[config.mk]
export PLATFORM = sky130hd
export DESIGN_NAME = rotary_knob_accelerated_setpoint_unit
export DESIGN_NICKNAME = d
export VERILOG_FILES = /design/src/rtl/rkas_pkg.sv /design/src/rtl/rotary_knob_accelerated_setpoint_unit.sv
export SDC_FILE = /design/constraint.sdc
export NUM_CORES = 1
export LEC_CHECK = 0
export ABC_AREA = 1
export BUFFER_PORTS_ARGS = -buffer_cell sky130_fd_sc_hd__buf_4
export CORE_ASPECT_RATIO = 1.1
export CORE_MARGIN = 2
export CORE_UTILIZATION = 60
export CTS_BUF_LIST = sky130_fd_sc_hd__clkbuf_16
export DETAILED_ROUTE_END_ITERATION = 12
export HOLD_SLACK_MARGIN = 0.05
export MAX_ROUTING_LAYER = met4
export PLACE_DENSITY = 0.78
export SETUP_SLACK_MARGIN = 0.05
export SYNTH_ARGS = -nofsm -noshare
export SYNTH_HDL_FRONTEND = slang
export SYNTH_SLANG_ARGS = --single-unit
[constraint.sdc]
create_clock -name clk -period 12.15 [get_ports clk]
set_input_delay 2.43 -clock clk [delete_from_list [all_inputs] [get_ports clk]]
set_output_delay 2.43 -clock clk [all_outputs]
set_load 0.05 [all_outputs]
[src/rtl/rkas_pkg.sv]
// Shared widths, register codes and reset values for the rotary knob setpoint unit.
package rkas_pkg;

    localparam int SETPOINT_WIDTH = 20;
    localparam int COUNT_WIDTH    = 16;

    // Fixed field widths of the channels and the register port
    localparam int STEP_WIDTH  = 16;
    localparam int LIMIT_WIDTH = 20;
    localparam int CFG_WIDTH   = 20;
    localparam int OUT_SP_W    = 20;
    localparam int OUT_RATE_W  = 16;

    localparam int S_TDATA_W = 8;
    localparam int M_TDATA_W = 40;

    // Bit positions in m_tdata
    localparam int M_SP_LSB    = 0;
    localparam int M_RATE_LSB  = M_SP_LSB + OUT_SP_W;
    localparam int M_KNOB_BIT  = M_RATE_LSB + OUT_RATE_W;
    localparam int M_FLASH_BIT = M_KNOB_BIT + 1;

    // Bit positions in s_tdata
    localparam int S_B_LEVEL_BIT = 0;
    localparam int S_STOPPED_BIT = 1;

    // Compare widths wide enough for either operand
    localparam int SP_CMP_W  = (SETPOINT_WIDTH > LIMIT_WIDTH) ? SETPOINT_WIDTH + 1
                                                              : LIMIT_WIDTH + 1;
    localparam int CNT_CMP_W = (COUNT_WIDTH > STEP_WIDTH) ? COUNT_WIDTH : STEP_WIDTH;

    typedef enum logic [2:0] {
        CFG_SMALL_STEP      = 3'd0,
        CFG_LARGE_STEP      = 3'd1,
        CFG_FAST_THRESHOLD  = 3'd2,
        CFG_UPPER_LIMIT     = 3'd3,
        CFG_FLOOR_THRESHOLD = 3'd4,
        CFG_FLOOR_VALUE     = 3'd5,
        CFG_WINDOW_TICKS    = 3'd6,
        CFG_KNOB_HOLD_TICKS = 3'd7
    } cfg_index_t;

    typedef enum logic {
        OP_TICK = 1'b0,
        OP_TURN = 1'b1
    } opcode_t;

    localparam logic [STEP_WIDTH-1:0]  RST_SMALL_STEP      = 16'd60;
    localparam logic [STEP_WIDTH-1:0]  RST_LARGE_STEP      = 16'd600;
    localparam logic [STEP_WIDTH-1:0]  RST_FAST_THRESHOLD  = 16'd20;
    localparam logic [LIMIT_WIDTH-1:0] RST_UPPER_LIMIT     = 20'd86400;
    localparam logic [LIMIT_WIDTH-1:0] RST_FLOOR_THRESHOLD = 20'd60;
    localparam logic [LIMIT_WIDTH-1:0] RST_FLOOR_VALUE     = 20'd0;
    localparam logic [STEP_WIDTH-1:0]  RST_WINDOW_TICKS    = 16'd1000;
    localparam logic [STEP_WIDTH-1:0]  RST_KNOB_HOLD_TICKS = 16'd1000;

endpackage

[src/rtl/rotary_knob_accelerated_setpoint_unit.sv]
// Top level: velocity-accelerated knob setpoint with rate window and knob-active timer.
//
//  channel | direction | handshake         | payload
//  --------+-----------+-------------------+----------------------------------------------
//  s_*     | in        | s_tvalid/s_tready | tuser: opcode; tdata: b_level, motor_stopped
//  m_*     | out       | m_tvalid/m_tready | tdata: setpoint, rate, knob_active, flash
//  cfg_*   | in        | cfg_we            | cfg_index selects register, cfg_data value
//
// Requests update the state registers at acceptance and each result is registered:
// it goes into the output register, or into the skid register while the output stalls.
// A second result register (skid stage) lets one more request in while the output
// stalls; s_tready drops only when both hold results.
// Reset clears the channel state and the valid flags and loads the register defaults.
module rotary_knob_accelerated_setpoint_unit (
    input  logic                           clk,
    input  logic                           rst_n,
    input  logic                           s_tvalid,
    output logic                           s_tready,
    input  logic [rkas_pkg::S_TDATA_W-1:0] s_tdata,   // [0] b_level, [1] motor_stopped
    input  logic                           s_tuser,   // [0] opcode
    output logic                           m_tvalid,
    input  logic                           m_tready,
    // [19:0] setpoint_value, [35:20] measured_rate, [36] knob_active, [37] flash_request
    output logic [rkas_pkg::M_TDATA_W-1:0] m_tdata,
    input  logic                           cfg_we,
    input  logic [2:0]                     cfg_index,
    input  logic [rkas_pkg::CFG_WIDTH-1:0] cfg_data
);
    import rkas_pkg::*;

    // Configuration registers
    logic [STEP_WIDTH-1:0]     small_step_reg;
    logic [STEP_WIDTH-1:0]     large_step_reg;
    logic [STEP_WIDTH-1:0]     fast_threshold_reg;
    logic [SETPOINT_WIDTH-1:0] upper_limit_reg;
    logic [LIMIT_WIDTH-1:0]    floor_threshold_reg;
    logic [SETPOINT_WIDTH-1:0] floor_value_reg;
    logic [STEP_WIDTH-1:0]     window_ticks_reg;
    logic [STEP_WIDTH-1:0]     knob_hold_ticks_reg;

    // Channel state
    logic [SETPOINT_WIDTH-1:0] setpoint_reg,     setpoint_next;
    logic [COUNT_WIDTH-1:0]    edge_counter_reg, edge_counter_next;
    logic [COUNT_WIDTH-1:0]    rate_latch_reg,   rate_latch_next;
    logic [COUNT_WIDTH-1:0]    window_timer_reg, window_timer_next;
    logic [COUNT_WIDTH-1:0]    knob_timer_reg,   knob_timer_next;
    logic                      flash_next;

    // Output and skid registers
    logic                 out_valid_reg,  out_valid_next;
    logic [M_TDATA_W-1:0] out_data_reg,   out_data_next;
    logic                 skid_valid_reg, skid_valid_next;
    logic [M_TDATA_W-1:0] skid_data_reg,  skid_data_next;

    logic                 accept;
    logic                 pop;
    logic [M_TDATA_W-1:0] result;

    logic                      b_level;
    logic                      stopped;
    logic [COUNT_WIDTH-1:0]    wt_inc;
    logic                      window_close;
    logic [STEP_WIDTH-1:0]     step;
    logic [SP_CMP_W-1:0]       sum;
    logic [SETPOINT_WIDTH-1:0] diff;
    logic                      under_floor;

    assign s_tready = !skid_valid_reg;
    assign accept   = s_tvalid && s_tready;
    assign pop      = out_valid_reg && m_tready;
    assign m_tvalid = out_valid_reg;
    assign m_tdata  = out_data_reg;

    assign b_level = s_tdata[S_B_LEVEL_BIT];
    assign stopped = s_tdata[S_STOPPED_BIT];

    always_ff @(posedge clk or negedge rst_n)
    begin
        if (!rst_n)
        begin
            small_step_reg      <= RST_SMALL_STEP;
            large_step_reg      <= RST_LARGE_STEP;
            fast_threshold_reg  <= RST_FAST_THRESHOLD;
            upper_limit_reg     <= SETPOINT_WIDTH'(RST_UPPER_LIMIT);
            floor_threshold_reg <= RST_FLOOR_THRESHOLD;
            floor_value_reg     <= SETPOINT_WIDTH'(RST_FLOOR_VALUE);
            window_ticks_reg    <= RST_WINDOW_TICKS;
            knob_hold_ticks_reg <= RST_KNOB_HOLD_TICKS;
        end
        else if (cfg_we)
        begin
            unique case (cfg_index_t'(cfg_index))
                CFG_SMALL_STEP:      small_step_reg      <= cfg_data[STEP_WIDTH-1:0];
                CFG_LARGE_STEP:      large_step_reg      <= cfg_data[STEP_WIDTH-1:0];
                CFG_FAST_THRESHOLD:  fast_threshold_reg  <= cfg_data[STEP_WIDTH-1:0];
                CFG_UPPER_LIMIT:     upper_limit_reg     <= SETPOINT_WIDTH'(cfg_data);
                CFG_FLOOR_THRESHOLD: floor_threshold_reg <= cfg_data[LIMIT_WIDTH-1:0];
                CFG_FLOOR_VALUE:     floor_value_reg     <= SETPOINT_WIDTH'(cfg_data);
                CFG_WINDOW_TICKS:    window_ticks_reg    <= cfg_data[STEP_WIDTH-1:0];
                CFG_KNOB_HOLD_TICKS: knob_hold_ticks_reg <= cfg_data[STEP_WIDTH-1:0];
            endcase
        end
    end

    // Per-request update
    always_comb
    begin
        setpoint_next     = setpoint_reg;
        edge_counter_next = edge_counter_reg;
        rate_latch_next   = rate_latch_reg;
        window_timer_next = window_timer_reg;
        knob_timer_next   = knob_timer_reg;
        flash_next        = 1'b0;

        wt_inc       = window_timer_reg + 1'b1;
        // A zero window length closes on every tick
        window_close = CNT_CMP_W'(wt_inc) >= CNT_CMP_W'(window_ticks_reg);
        step         = (CNT_CMP_W'(rate_latch_reg) < CNT_CMP_W'(fast_threshold_reg))
                       ? small_step_reg : large_step_reg;
        sum          = SP_CMP_W'(setpoint_reg) + SP_CMP_W'(step);
        diff         = setpoint_reg - SETPOINT_WIDTH'(step);
        under_floor  = (SP_CMP_W'(setpoint_reg) < SP_CMP_W'(step))
                       || (SP_CMP_W'(diff) < SP_CMP_W'(floor_threshold_reg));

        unique case (opcode_t'(s_tuser))
            OP_TICK:
            begin
                window_timer_next = wt_inc;
                if (window_close)
                begin
                    rate_latch_next   = edge_counter_reg;
                    edge_counter_next = '0;
                    window_timer_next = '0;
                end
                if (knob_timer_reg != '0)
                    knob_timer_next = knob_timer_reg - 1'b1;
            end
            OP_TURN:
            begin
                // Saturate the edge count
                if (edge_counter_reg != '1)
                    edge_counter_next = edge_counter_reg + 1'b1;
                if (!stopped)
                begin
                    flash_next      = 1'b1;
                    knob_timer_next = COUNT_WIDTH'(knob_hold_ticks_reg);
                    if (!b_level)
                        setpoint_next = (sum > SP_CMP_W'(upper_limit_reg))
                                        ? upper_limit_reg : sum[SETPOINT_WIDTH-1:0];
                    else
                        setpoint_next = under_floor ? floor_value_reg : diff;
                end
            end
        endcase

        result                                    = '0;
        result[M_SP_LSB +: OUT_SP_W]              = OUT_SP_W'(setpoint_next);
        result[M_RATE_LSB +: OUT_RATE_W]          = OUT_RATE_W'(rate_latch_next);
        result[M_KNOB_BIT]                        = (knob_timer_next != '0);
        result[M_FLASH_BIT]                       = flash_next;
    end

    always_ff @(posedge clk or negedge rst_n)
    begin
        if (!rst_n)
        begin
            setpoint_reg     <= '0;
            edge_counter_reg <= '0;
            rate_latch_reg   <= '0;
            window_timer_reg <= '0;
            knob_timer_reg   <= '0;
        end
        else if (accept)
        begin
            setpoint_reg     <= setpoint_next;
            edge_counter_reg <= edge_counter_next;
            rate_latch_reg   <= rate_latch_next;
            window_timer_reg <= window_timer_next;
            knob_timer_reg   <= knob_timer_next;
        end
    end

    // Output register plus skid stage
    always_comb
    begin
        out_valid_next  = out_valid_reg;
        out_data_next   = out_data_reg;
        skid_valid_next = skid_valid_reg;
        skid_data_next  = skid_data_reg;
        if (!out_valid_reg || pop)
        begin
            if (skid_valid_reg)
            begin
                out_valid_next  = 1'b1;
                out_data_next   = skid_data_reg;
                skid_valid_next = 1'b0;
            end
            else
            begin
                out_valid_next = accept;
                out_data_next  = result;
            end
        end
        else if (accept)
        begin
            // Output stalled: park the new result
            skid_valid_next = 1'b1;
            skid_data_next  = result;
        end
    end

    always_ff @(posedge clk or negedge rst_n)
    begin
        if (!rst_n)
        begin
            out_valid_reg  <= 1'b0;
            skid_valid_reg <= 1'b0;
        end
        else
        begin
            out_valid_reg  <= out_valid_next;
            skid_valid_reg <= skid_valid_next;
        end
    end

    always_ff @(posedge clk)
    begin
        out_data_reg  <= out_data_next;
        skid_data_reg <= skid_data_next;
    end

endmodule

Yosys cells after proc, flatten, opt, wreduce, memory -nomap -nowiden:

Index checks and enable logic that the tools add are counted.

* add/subtract/negate cells: 5
* magnitude comparators: 5
* equality and inequality tests: 10
* muxes and demuxes: 21
* bitwise gates (word level): 2
* reductions and logical operators: 21

Operators with widths (count)
* two-way mux 16 bit: 8
* two-way mux 20 bit: 5
* case mux 16 bit (2 select lines): 2
* two-way mux 38 bit: 1
* adder 16 x 1 -> 16 bit (second input constant): 2
* nonzero test 16 bit: 2
* adder 20 x 16 -> 21 bit: 1
* greater-than comparator 21 x 20 -> 1 bit: 1
* less-than comparator 20 x 16 -> 1 bit: 1
* less-than comparator 20 bit: 1
* AND reduction 2 bit: 10
* subtractor 20 x 16 -> 20 bit: 1
* greater-or-equal comparator 16 bit: 1
* less-than comparator 16 bit: 1
* != test 16 bit (second input constant): 1
* subtractor 16 x 1 -> 16 bit (second input constant): 1
* == test 3 bit (second input constant): 4
* == test 3 x 2 -> 1 bit (second input constant): 2
* two-way mux 1 bit: 5
* == test 3 x 1 -> 1 bit (second input constant): 1
* logical NOT 3 bit: 1
* AND reduction 3 bit: 1
* logical AND 1 bit: 2
* logical NOT 1 bit: 2
* other kinds (5): 7

* bits in registers: 302
* input bits: 37
* output and inout port bits: 42
* logic and storage cells: 81

Logic depth before layout (Yosys ltp):

Gate-level depths: netlist (run 1).

* word-level depth: 10
* depth in mapped cells: 42
* depth with buffers taken out: 39

Least setup slack after synthesis (run 1):

No wires, ideal clock.

* kind: input to register
* start: input m_tready
* end: register skid_data_reg[0] (enable)
* library setup time: 0.433 ns
* data arrival time: 5.073 ns
* required time: 11.717 ns
* setup slack: 6.643 ns
* stages on the path: 3
* buffers on the path: 0
* path through: inv_1 > nand2_1 > nor2_1

* cells in the longest elaborated chain, start to end: 4

RTL lines
* from (decl): RTL line rotary_knob_accelerated_setpoint_unit.sv:22 `input logic m_tready,`
* logical AND 1 bit: RTL line rotary_knob_accelerated_setpoint_unit.sv:70 `assign pop = out_valid_reg && m_tready;`
* logical OR 1 bit: RTL line rotary_knob_accelerated_setpoint_unit.sv:190 `if (!out_valid_reg || pop)`
* NOT 1 bit (no line)
* AND reduction 2 bit (no line)
* to (signal assigned): RTL line rotary_knob_accelerated_setpoint_unit.sv:229 `skid_data_reg <= skid_data_next;`
* to (decl): RTL line rotary_knob_accelerated_setpoint_unit.sv:53 `logic [M_TDATA_W-1:0] skid_data_reg, skid_data_next;`

Every way passes these cells.
A chain may end at the register's enable or synchronous reset.

Worst setup path after layout (run 1):

* start: register rate_latch_reg[1]
* end: register skid_data_reg[13], data pin

* cells in the longest elaborated chain, start to end: 9
* elaborated cells on any way between the ends: 13
* classes of those cells: add/sub (2); order compare (4); mux (6); reduce/logical (1)

RTL lines
* from (decl): RTL line rotary_knob_accelerated_setpoint_unit.sv:44 `logic [COUNT_WIDTH-1:0] rate_latch_reg, rate_latch_next;`
* from (signal assigned): RTL line rotary_knob_accelerated_setpoint_unit.sv:177 `rate_latch_reg <= rate_latch_next;`
* less-than comparator 16 bit *: RTL line rotary_knob_accelerated_setpoint_unit.sv:118 `step = (CNT_CMP_W'(rate_latch_reg) < CNT_CMP_W'(fast_threshold_reg))`
* two-way mux 16 bit *: RTL line rotary_knob_accelerated_setpoint_unit.sv:119 `? small_step_reg : large_step_reg;`
* subtractor 20 x 16 -> 20 bit: RTL line rotary_knob_accelerated_setpoint_unit.sv:121 `diff = setpoint_reg - SETPOINT_WIDTH'(step);`
* less-than comparator 20 bit: RTL line rotary_knob_accelerated_setpoint_unit.sv:123 `|| (SP_CMP_W'(diff) < SP_CMP_W'(floor_threshold_reg));`
* logical OR 1 bit: RTL line rotary_knob_accelerated_setpoint_unit.sv:123
* two-way mux 20 bit: RTL line rotary_knob_accelerated_setpoint_unit.sv:151 `setpoint_next = under_floor ? floor_value_reg : diff;`
* two-way mux 20 bit *: RTL line rotary_knob_accelerated_setpoint_unit.sv:147 `if (!b_level)`
* two-way mux 20 bit *: RTL line rotary_knob_accelerated_setpoint_unit.sv:143 `if (!stopped)`
* two-way mux 20 bit *: RTL line rotary_knob_accelerated_setpoint_unit.sv:125 `unique case (opcode_t'(s_tuser))`
* via result[13]: RTL line rotary_knob_accelerated_setpoint_unit.sv:57 `logic [M_TDATA_W-1:0] result;`

Mark *: on every way through the listed nets, which the timed path passes. The rest lies on a longest branch.

==> flow_metrics.env, run 1 <==
export IMPL_synthFlopType="dfrtp_1"
export IMPL_crit_required_ns=12.49
export IMPL_synth_top_area_share_pct=27.1
export IMPL_synth_top_cell_by_area="dfrtp_1"
export IMPL_num_vias=15100
export IMPL_postRouteAntennaNets=0
export IMPL_cts_resized=0
export IMPL_p_int_mw=2.75
export IMPL_synth_area_mm2=0.0180
export IMPL_critPathArrivalTime_ns=6.99
export IMPL_route_detailed_drc=0
export IMPL_pwr_share_clk_pct=17.9
export IMPL_max_stage_delay_ns=0.60
export IMPL_grtUsageTotal_pct=31.5
export IMPL_maxCapViolCount=0
export IMPL_power_leakage_nw=9.65
export IMPL_pre_cts_ws_ns=5.58
export IMPL_switchingPower_mw=2.47
export IMPL_worst_hold_path_type="register to register"
export IMPL_place_inst=2642
export IMPL_drive_gt1_share_pct=9.64
export IMPL_dp_hpwl_um=34400
export IMPL_tns_ns=0
export IMPL_outcome="complete, no violations"
export IMPL_antenna_found_initial=0
export IMPL_htreeDepth=1
export IMPL_critical_path_most_common_cell="nand2_1"
export IMPL_initial_utilization_pct=60.9
export IMPL_yosys_top_cells_area="dfrtp_1 (27%), edfxtp_1 (13%), nand2_1 (12%)"
export IMPL_p_comb_share_pct=54.1
export IMPL_grt_pass1_vias=14300
export IMPL_numCtsBuffers=30
export IMPL_yosysWarnings=0
export IMPL_clock_sinks=302
export IMPL_fin_worst_skew_ns=0.0157
export IMPL_crit_type="register to register"
export IMPL_io_pins=79
export IMPL_final_area_mm2=0.0196
export IMPL_yosysMostFrequentCell="nand2_1"
export IMPL_ys_ff_latch=302
export IMPL_min_period_ns=6.65
export IMPL_portBuffers=70
export IMPL_worst_pin_slew_ns=1.23
export IMPL_critPathBufInv=3
export IMPL_peakVddDrop_mv=0.159
export IMPL_end_kind="register"
export IMPL_die_area_mm2=0.0314
export IMPL_p_seq_share_pct=28.0
export IMPL_diodes=0
export IMPL_rsz0062_at_grt="false"
export IMPL_crit_family="simple AND/OR/NAND/NOR gates"
export IMPL_holdBufCountCts=0
export IMPL_fmax_mhz=150
export IMPL_ys_async_sr_fraction_pct=74.8
export IMPL_rows=66
export IMPL_swShare_pct=47.3
export IMPL_setup_ws_ns=5.50
export IMPL_netlist_instances=2282
export IMPL_power_mw=5.22
export IMPL_synth_enable_flop_cells=76
export IMPL_setup_viol=0
export IMPL_holdWs_ns=0.462
export IMPL_dpl_instance_area_mm2=0.0186
export IMPL_syn_avg_cell_area_um2=7.89
export IMPL_fillCellCount=2530
export IMPL_globalRouteOverflowTotal=0
export IMPL_clkTransAtPathRegs_ns=0.06
export IMPL_place_congestion=1.04
export IMPL_core_area_mm2=0.0296
export IMPL_wl_per_cell_um=17.7
export IMPL_fin_nets=2446
export IMPL_final_cells=2698
export IMPL_yosys_top_cells_count="nand2_1 (581), inv_1 (310), o21ai_0 (245)"
export IMPL_via_per_inst=5.61
export IMPL_finalMaxSlewViolations=0
export IMPL_wirelength_um=47700
export IMPL_hold_viol=0
export IMPL_final_core_util_pct=66.3
export IMPL_die_h_um=186
export IMPL_grt_max_degree=118
export IMPL_postCtsSetupBuffers=0
export IMPL_insertion_delay_ns=0.58
export IMPL_slowest_stage="o21ai_0"
export IMPL_fin_crit_sh_pct=54.7
export IMPL_start_kind="register"
export IMPL_fp_dieW_um=169
export IMPL_yosysSeqAreaShare_pct=44.3
export IMPL_cts_root_buf="clkbuf_16"
export IMPL_cts_buffer_depth=3
export IMPL_drt_iter0_drc=1238
export IMPL_max_slew_margin_pct=17.5
export IMPL_area_growth_pct=8.95
export IMPL_cts_tree="built"
export IMPL_grt_pass1_wl_um=75000
export IMPL_synth_cell_types=50
export IMPL_drt_pass1_iter_count=6
export IMPL_path_max_fanout=32
export IMPL_power_density_mw_per_mm2=266
-- cell usage in the layout (no fill, tap or decap), drive strengths merged, types with 4 or more instances in the layout --
| cell type | instances |
|---|---|
| ha | 107 |
| nand2 | 586 |
| nand4 | 11 |
| a21boi | 14 |
| nor3 | 28 |
| nor4 | 9 |
| a21o | 4 |
| xor2 | 59 |
| o21ai | 272 |
| clkinv | 15 |
| a21oi | 98 |
| a31oi | 8 |
| o21bai | 5 |
| buf | 82 |
| and2 | 9 |
| edfxtp | 76 |
| nor2 | 135 |
| or2 | 7 |
| dfrtp | 195 |
| o211ai | 9 |
| nand3 | 186 |
| clkbuf | 31 |
| inv | 328 |
| dfstp | 31 |
-- layer usage --
metal	track usage [%]	wire length (um)	vias to the layer above
li1	-	-	7423
met1	37.7	19300	7122
met2	53.6	23400	476
met3	2.79	2320	117
met4	16.2	2730	0
met5	-	0	-
-- power groups by stage --
stage / Combinational, mW / Sequential, mW / Clock, mW
2_1_floorplan: 2.08 / 1.53 / 0
3_3_place_gp: 2.72 / 1.47 / 0
3_5_place_dp: 2.79 / 1.48 / 0
4_1_cts: 2.81 / 1.46 / 0.947
5_1_grt: 3.19 / 1.48 / 0.992
6_report: 2.82 / 1.46 / 0.935
-- worst register-to-register path: cells and delay by family, from the launching register on --
family,cells,cell delay [ns]
DFF,1,0.41
and+or+nand+nor,21,2.67
adders and majority gates,3,0.93
AOI/OAI and AO/OA,9,1.83
xor gates and xnor gates,1,0.22
buffers and inverters,3,0.36
-- area by class of cell --
cell class / instances / area, um2 / area share, %
sequential: 302 / 7980 / 40.7
clock inverter: 25 / 226 / 1.15
multi-input combinational: 1562 / 8330 / 42.5
tap: 374 / 468 / 2.39
inverter: 322 / 1210 / 6.18
clock buffer: 31 / 776 / 3.96
timing repair buffer: 82 / 623 / 3.18
-- cell families after synthesis --
logic type               after synthesis  share of synthesized area, %
XOR/XNOR                              59                          2.87
AND/OR/NAND/NOR                      973                          22.9
flip-flops                           302                          44.3
adder cells (fa/ha/maj)              109                          7.66
other                                  1                        0.0208
buffers and inverters                419                          9.53
AO/OA/AOI/OAI                        419                          12.7
-- path summary, 6_finish.rpt --
kind / depth (start not counted) / from / slack [ns] / end
setup / recovery: 37 / rate_latch_reg[1] / 5.50 / skid_data_reg[13]
hold / removal: 1 / edge_counter_reg[4] / 0.46 / edge_counter_reg[4]
setup reg to reg: 37 / rate_latch_reg[1] / 5.50 / skid_data_reg[13]
hold reg to reg: 1 / edge_counter_reg[4] / 0.46 / edge_counter_reg[4]
max in group asynchronous: 3 / rst_n / 8.17 / setpoint_reg[0]
min in group asynchronous: 1 / rst_n / 1.95 / large_step_reg[15]
Power figures use the tool's default switching activity.
==> run 2, diff against run 1 <==
--- a/config.mk
+++ b/config.mk
@@ -5,7 +5,7 @@
 export SDC_FILE = /design/constraint.sdc
 export NUM_CORES = 1
 export LEC_CHECK = 0
-export ABC_AREA = 1
+export ABC_AREA = 0
 export BUFFER_PORTS_ARGS = -buffer_cell sky130_fd_sc_hd__buf_4
 export CORE_ASPECT_RATIO = 1.1
 export CORE_MARGIN = 2
==> constraint.sdc (replaced) <==
create_clock -name clk -period 6.95 [get_ports clk]
set_input_delay 1.39 -clock clk [delete_from_list [all_inputs] [get_ports clk]]
set_output_delay 1.39 -clock clk [all_outputs]
set_load 0.05 [all_outputs]
==> flow_metrics.env, run 2 <==
export IMPL_outcome="complete, no violations"
export IMPL_cts_buffer_depth=3
export IMPL_final_area_mm2=0.0199
export IMPL_finalMaxSlewViolations=0
export IMPL_insertion_delay_ns=0.57
export IMPL_cts_tree="built"
export IMPL_fin_nets=1892
export IMPL_fin_crit_sh_pct=96.1
export IMPL_crit_type="register to register"
export IMPL_worst_hold_path_type="register to register"
export IMPL_synth_simple_gate_area_share_pct=11.4
export IMPL_io_pins=79
export IMPL_yosysSeqAreaShare_pct=45.0
export IMPL_wl_per_cell_um=20.7
export IMPL_synth_top_area_share_pct=27.5
export IMPL_fp_dieW_um=168
export IMPL_cts_root_buf="clkbuf_16"
export IMPL_tns_ns=0
export IMPL_power_leakage_nw=8.85
export IMPL_place_congestion=0.919
export IMPL_min_period_ns=6.68
export IMPL_dp_hpwl_um=30700
export IMPL_yosysWarnings=0
export IMPL_yosysMostFrequentCell="dfrtp_1"
export IMPL_synth_enable_flop_cells=76
export IMPL_final_common_cell="dfrtp_1"
export IMPL_grt_pass1_vias=13100
export IMPL_clkTransAtPathRegs_ns=0.07
export IMPL_slowest_stage="dfstp_2"
export IMPL_grt_pass1_wl_um=70400
export IMPL_power_density_mw_per_mm2=444
export IMPL_rows=66
export IMPL_end_kind="register"
export IMPL_drt_pass1_iter_count=6
export IMPL_worst_pin_slew_ns=1.20
export IMPL_wirelength_um=44400
export IMPL_diodes=0
export IMPL_crit_required_ns=7.30
export IMPL_holdBufCountCts=0
export IMPL_portBuffers=70
export IMPL_start_kind="register"
export IMPL_num_vias=13100
export IMPL_synth_top_cell_by_area="dfrtp_1"
export IMPL_ys_async_sr_fraction_pct=74.8
export IMPL_numCtsBuffers=31
export IMPL_max_stage_delay_ns=0.52
export IMPL_synthMuxAreaShare_pct=16.0
export IMPL_yosys_top_cells_count="dfrtp_1 (195), mux2_2 (176), nand2_1 (166)"
export IMPL_grtUsageTotal_pct=29.8
export IMPL_area_growth_pct=12.2
export IMPL_initial_utilization_pct=60.5
export IMPL_globalRouteOverflowTotal=0
export IMPL_drive_gt1_share_pct=22.4
export IMPL_core_area_mm2=0.0293
export IMPL_antenna_found_initial=0
export IMPL_syn_avg_cell_area_um2=10.5
export IMPL_fillCellCount=2173
export IMPL_clock_sinks=302
export IMPL_postRouteAntennaNets=0
export IMPL_critPathArrivalTime_ns=7.03
export IMPL_dpl_instance_area_mm2=0.0187
export IMPL_ys_ff_latch=302
export IMPL_path_max_fanout=17
export IMPL_setup_viol=0
export IMPL_yosys_top_cells_area="dfrtp_1 (28%), edfxtp_1 (13%), mux2_2 (11%)"
export IMPL_maxCapViolCount=0
export IMPL_die_h_um=184
export IMPL_synth_top_family_by_area="multiplexers"
export IMPL_fin_worst_skew_ns=0.0138
export IMPL_drt_iter0_drc=976
export IMPL_yosys_area_share_xor_xnor_pct=2.96
export IMPL_max_slew_margin_pct=20.3
export IMPL_grt_max_degree=140
export IMPL_synth_compound_area_share_pct=12.5
export IMPL_synth_cell_types=89
export IMPL_synth_area_mm2=0.0177
export IMPL_final_cell_mix="dfrtp_1 (195), mux2_2 (176), nand2_1 (166), inv_1 (109), ha_1 (103)"
export IMPL_synth_fa_ha_area_share_pct=7.77
export IMPL_route_detailed_drc=0
export IMPL_synthFlopType="dfrtp_1"
export IMPL_via_per_inst=6.13
export IMPL_hold_viol=0
export IMPL_netlist_instances=1696
export IMPL_die_area_mm2=0.0310
export IMPL_htreeDepth=1
export IMPL_fmax_mhz=150
export IMPL_peakVddDrop_mv=0.310
## run 2: cell count changes in the layout (fill, tap and decap cells not counted), moves of 53 or more
cell	previous run	this run
inv_1	315	109
mux2_2	0	176
mux2i_1	0	64
nand2_1	580	166
nand3_1	181	30
nor2_1	127	74
o21ai_0	245	79
## run 2: final timing paths
path                                       start              endpoint  slack [ns]  depth (start not counted)
min reg2reg                  floor_value_reg[10]   floor_value_reg[10]        0.50                          1
max in group asynchronous                  rst_n  edge_counter_reg[11]        4.87                          2
max                        fast_threshold_reg[2]            m_tdata[8]        0.27                         26
min in group asynchronous                  rst_n   window_timer_reg[3]        0.82                          1
min                          floor_value_reg[10]   floor_value_reg[10]        0.50                          1
max reg2reg                fast_threshold_reg[2]            m_tdata[8]        0.27                         26
## run 2: final cells by class
type	count	area, um2	area share (%)
sequential	302	7980	40.1
tap	374	468	2.35
timing repair buffer	104	833	4.19
clock buffer	32	801	4.03
clock inverter	26	324	1.63
multi-input combinational	1203	9100	45.7
inverter	104	390	1.96
## run 2: kinds of logic (layout without fill, tap and decap cells)
family | Yosys count | in the layout
compound gates | 355 | 355
xor+xnor | 60 | 60
fa+ha+maj | 109 | 109
buf+inv | 192 | 266
flops | 302 | 302
mux | 258 | 258
other cells | 1 | 2
simple gates | 419 | 419
## run 2: per-stage QoR
stage / worst slack [ns] / utilization, % / hold WS (ns) / power, mW / std cells
CTS: 0.0532 / 67.5 / 0.502 / 8.72 / 2140
detailed placement: 0.0903 / 63.7 / 0.489 / 6.85 / 2082
floorplan: 0.982 / - / 0.470 / 5.57 / 1697
global route: -0.00656 / 67.9 / 0.518 / 9.35 / 2145
finish: 0.273 / 67.9 / 0.497 / 8.82 / 2145
global placement: 0.294 / 63.7 / 0.482 / 6.70 / 2082
## run 2: layer usage
layer | share of wire [%] | up-vias | global-route usage [%]
li1 | - | 6199 | -
met1 | 42 | 6479 | 36.6
met2 | 48 | 347 | 49.5
met3 | 4.7 | 122 | 3.22
met4 | 5.3 | 0 | 14.9
met5 | 0 | - | -
## run 2: critical path, delay by kind of cell, from the launching register on
| family | cells | cell delay [ns] |
|---|---|---|
| compound gates | 12 | 2.72 |
| fa+ha+maj | 3 | 0.99 |
| simple gates | 5 | 0.89 |
| mux | 3 | 0.81 |
| flops | 1 | 0.52 |
| buf+inv | 3 | 0.49 |
## run 2: report_power, final
group / internal (mW) / switching (mW)
Clock: 1.10 / 0.735
Sequential: 2.24 / 0.305
Combinational: 1.84 / 2.60
Total: 5.18 / 3.64
## run 2: timing repair
item | CTS | global route
resized for setup | 0 | 14
hold endpoints to repair | 0 | 0
setup endpoints to repair | 0 | 60
buffers inserted | 0 | 5
==> run 3, diff against run 2 <==
--- a/config.mk
+++ b/config.mk
@@ -7,7 +7,7 @@
 export LEC_CHECK = 0
 export ABC_AREA = 0
 export BUFFER_PORTS_ARGS = -buffer_cell sky130_fd_sc_hd__buf_4
-export CORE_ASPECT_RATIO = 1.1
+export CORE_ASPECT_RATIO = 0.8
 export CORE_MARGIN = 2
 export CORE_UTILIZATION = 60
 export CTS_BUF_LIST = sky130_fd_sc_hd__clkbuf_16
==> flow_metrics.env, run 3 (same netlist as run 2, synthesis figures left out) <==
export IMPL_rows=56
export IMPL_clock_sinks=302
export IMPL_crit_required_ns=7.25
export IMPL_diodes=0
export IMPL_grt_pass1_wl_um=70500
export IMPL_place_congestion=0.940
export IMPL_holdBufCountCts=0
export IMPL_reg2reg_slack_ns=0.34
export IMPL_worst_hold_path_type="register to register"
export IMPL_wl_met1_um=21300
export IMPL_final_cell_mix="dfrtp_1 (195), mux2_2 (176), nand2_1 (166), buf_4 (117), inv_1 (108)"
export IMPL_path_max_fanout=15
export IMPL_antenna_found_initial=2
export IMPL_dp_hpwl_um=31800
export IMPL_num_vias=13500
export IMPL_io_pins=79
export IMPL_fin_nets=1910
export IMPL_fin_worst_skew_ns=0.0145
export IMPL_outcome="complete, no violations"
export IMPL_cts_root_buf="clkbuf_16"
export IMPL_wl_met2_um=18900
export IMPL_via_per_inst=6.21
export IMPL_globalRouteOverflowTotal=0
export IMPL_insertion_delay_ns=0.57
export IMPL_die_h_um=158
export IMPL_final_common_cell="dfrtp_1"
export IMPL_rsz0062_at_grt="false"
export IMPL_portBuffers=70
export IMPL_clkTransAtPathRegs_ns=0.06
export IMPL_grtUsageTotal_pct=30.1
export IMPL_max_slew_margin_pct=15.0
export IMPL_cts_tree="built"
export IMPL_wl_per_cell_um=20.8
export IMPL_die_area_mm2=0.0310
export IMPL_initial_utilization_pct=60.7
export IMPL_timing_rr_start="fast_threshold_reg[2]"
export IMPL_grt_max_degree=150
export IMPL_critPathCapture="m_tdata[6]"
export IMPL_drt_pass1_iter_count=5
export IMPL_setup_viol=0
export IMPL_worst_pin_slew_ns=1.27
export IMPL_htreeDepth=1
export IMPL_drive_gt1_share_pct=23.2
export IMPL_core_area_mm2=0.0292
export IMPL_tns_ns=0
export IMPL_numCtsBuffers=31
export IMPL_maxCapViolCount=0
export IMPL_cts_buffer_depth=3
export IMPL_dr_wl_met3_um=3970
export IMPL_wirelength_um=45000
export IMPL_fmax_mhz=151
export IMPL_fin_crit_sh_pct=95.0
export IMPL_area_growth_pct=12.4
export IMPL_drt_iter0_drc=1205
export IMPL_postRouteAntennaNets=0
export IMPL_topRoutingLayerUsed="met4"
export IMPL_r2r_end="m_tdata[6]"
export IMPL_place_inst=2105
export IMPL_critPathArrivalTime_ns=6.91
export IMPL_end_kind="register"
export IMPL_start_kind="register"
export IMPL_reg2regPathDepth=27
export IMPL_final_cells=2166
export IMPL_crit_start="fast_threshold_reg[2]"
export IMPL_hold_viol=0
export IMPL_grt_pass1_vias=12600
export IMPL_route_detailed_drc=0
export IMPL_min_period_ns=6.61
export IMPL_crit_type="register to register"
export IMPL_power_density_mw_per_mm2=445
export IMPL_finalMaxSlewViolations=0
export IMPL_fp_dieW_um=196
export IMPL_peakVddDrop_mv=0.270
export IMPL_power_leakage_nw=8.89
-- run 3: changes by cell type in the layout (fill, tap and decap cells not counted), moves of 2 or more --
cell and delta:
clkinv_2 +6, inv_6 -4, bufinv_16 -4, o21ai_0 -2, ha_4 +2, buf_4 +18, ha_2 -2, clkinv_1 +6
a211oi_2 +2
-- run 3: metal layers --
| metal | global-route usage (%) | up-vias |
|---|---|---|
| met5 | - | - |
| met4 | 5.09 | 0 |
| met3 | 4.37 | 50 |
| met2 | 42.0 | 529 |
| met1 | 47.0 | 6648 |
| li1 | - | 6232 |
-- run 3: worst max-delay path, stage by stage, from the launching register on --
cell and delay, ns:
dfstp_2 0.51, inv_1 0.05, ha_1 0.26, nor2b_1 0.11
o21ai_0 0.09, a21oi_1 0.29, o221ai_2 0.17, a31oi_4 0.29
buf_4 0.15, mux2_2 0.36, ha_1 0.22, fa_1 0.41
o21ba_1 0.21, or4_1 0.46, a211oi_2 0.31, buf_4 0.18
nor3_1 0.05, xor2_1 0.36, ha_1 0.31, nand4_1 0.07
inv_1 0.06, a211oi_1 0.24, o21ai_2 0.13, o211ai_2 0.11
buf_12 0.21, mux2i_1 0.35, mux2_2 0.28, o21ai_1 0.08
-- run 3: worst min path at each step --
stage	start	end	slack, ns	cells after the start
2_1_floorplan	floor_value_reg[10]	floor_value_reg[10]	0.47	1
6_report	floor_value_reg[10]	floor_value_reg[10]	0.50	1
3_3_place_gp	floor_value_reg[10]	floor_value_reg[10]	0.48	1
4_1_cts	floor_value_reg[17]	floor_value_reg[17]	0.50	1
5_1_grt	window_ticks_reg[1]	window_ticks_reg[1]	0.52	1
3_5_place_dp	floor_value_reg[10]	floor_value_reg[10]	0.49	1
-- run 3: area by class of cell --
type	count	area [um2]
inverter	104	390
timing repair buffer	122	973
clock inverter	27	199
multi-input combinational	1203	9140
fill	2172	9290
clock buffer	31	776
tap	377	472
sequential	302	7980
-- run 3: power breakdown --
group | internal, mW | switching (mW)
clock | 0.917 | 0.696
sequential | 2.24 | 0.361
combinational | 1.98 | 2.67
total | 5.14 | 3.73
-- run 3: through the flow --
| stage | total power [mW] | utilization [%] | hold slack, ns | instance area (um2) | setup slack [ns] |
|---|---|---|---|---|---|
| finish | 8.86 | 68.2 | 0.501 | 19900 | 0.344 |
| global route | 9.38 | 68.2 | 0.520 | 19900 | 0.0610 |
| CTS | 8.70 | 67.8 | 0.503 | 19800 | 0.197 |
| detailed placement | 7.05 | 64.5 | 0.489 | 18800 | 0.245 |
| global placement | 6.89 | 64.5 | 0.482 | 18800 | 0.344 |
| floorplan | 5.57 | - | 0.470 | 17700 | 0.982 |
-- run 3: what timing repair did --
action                                  CTS  global route
endpoints found under the setup margin    0            55
resized for setup                         0            21
setup buffers                             0             3
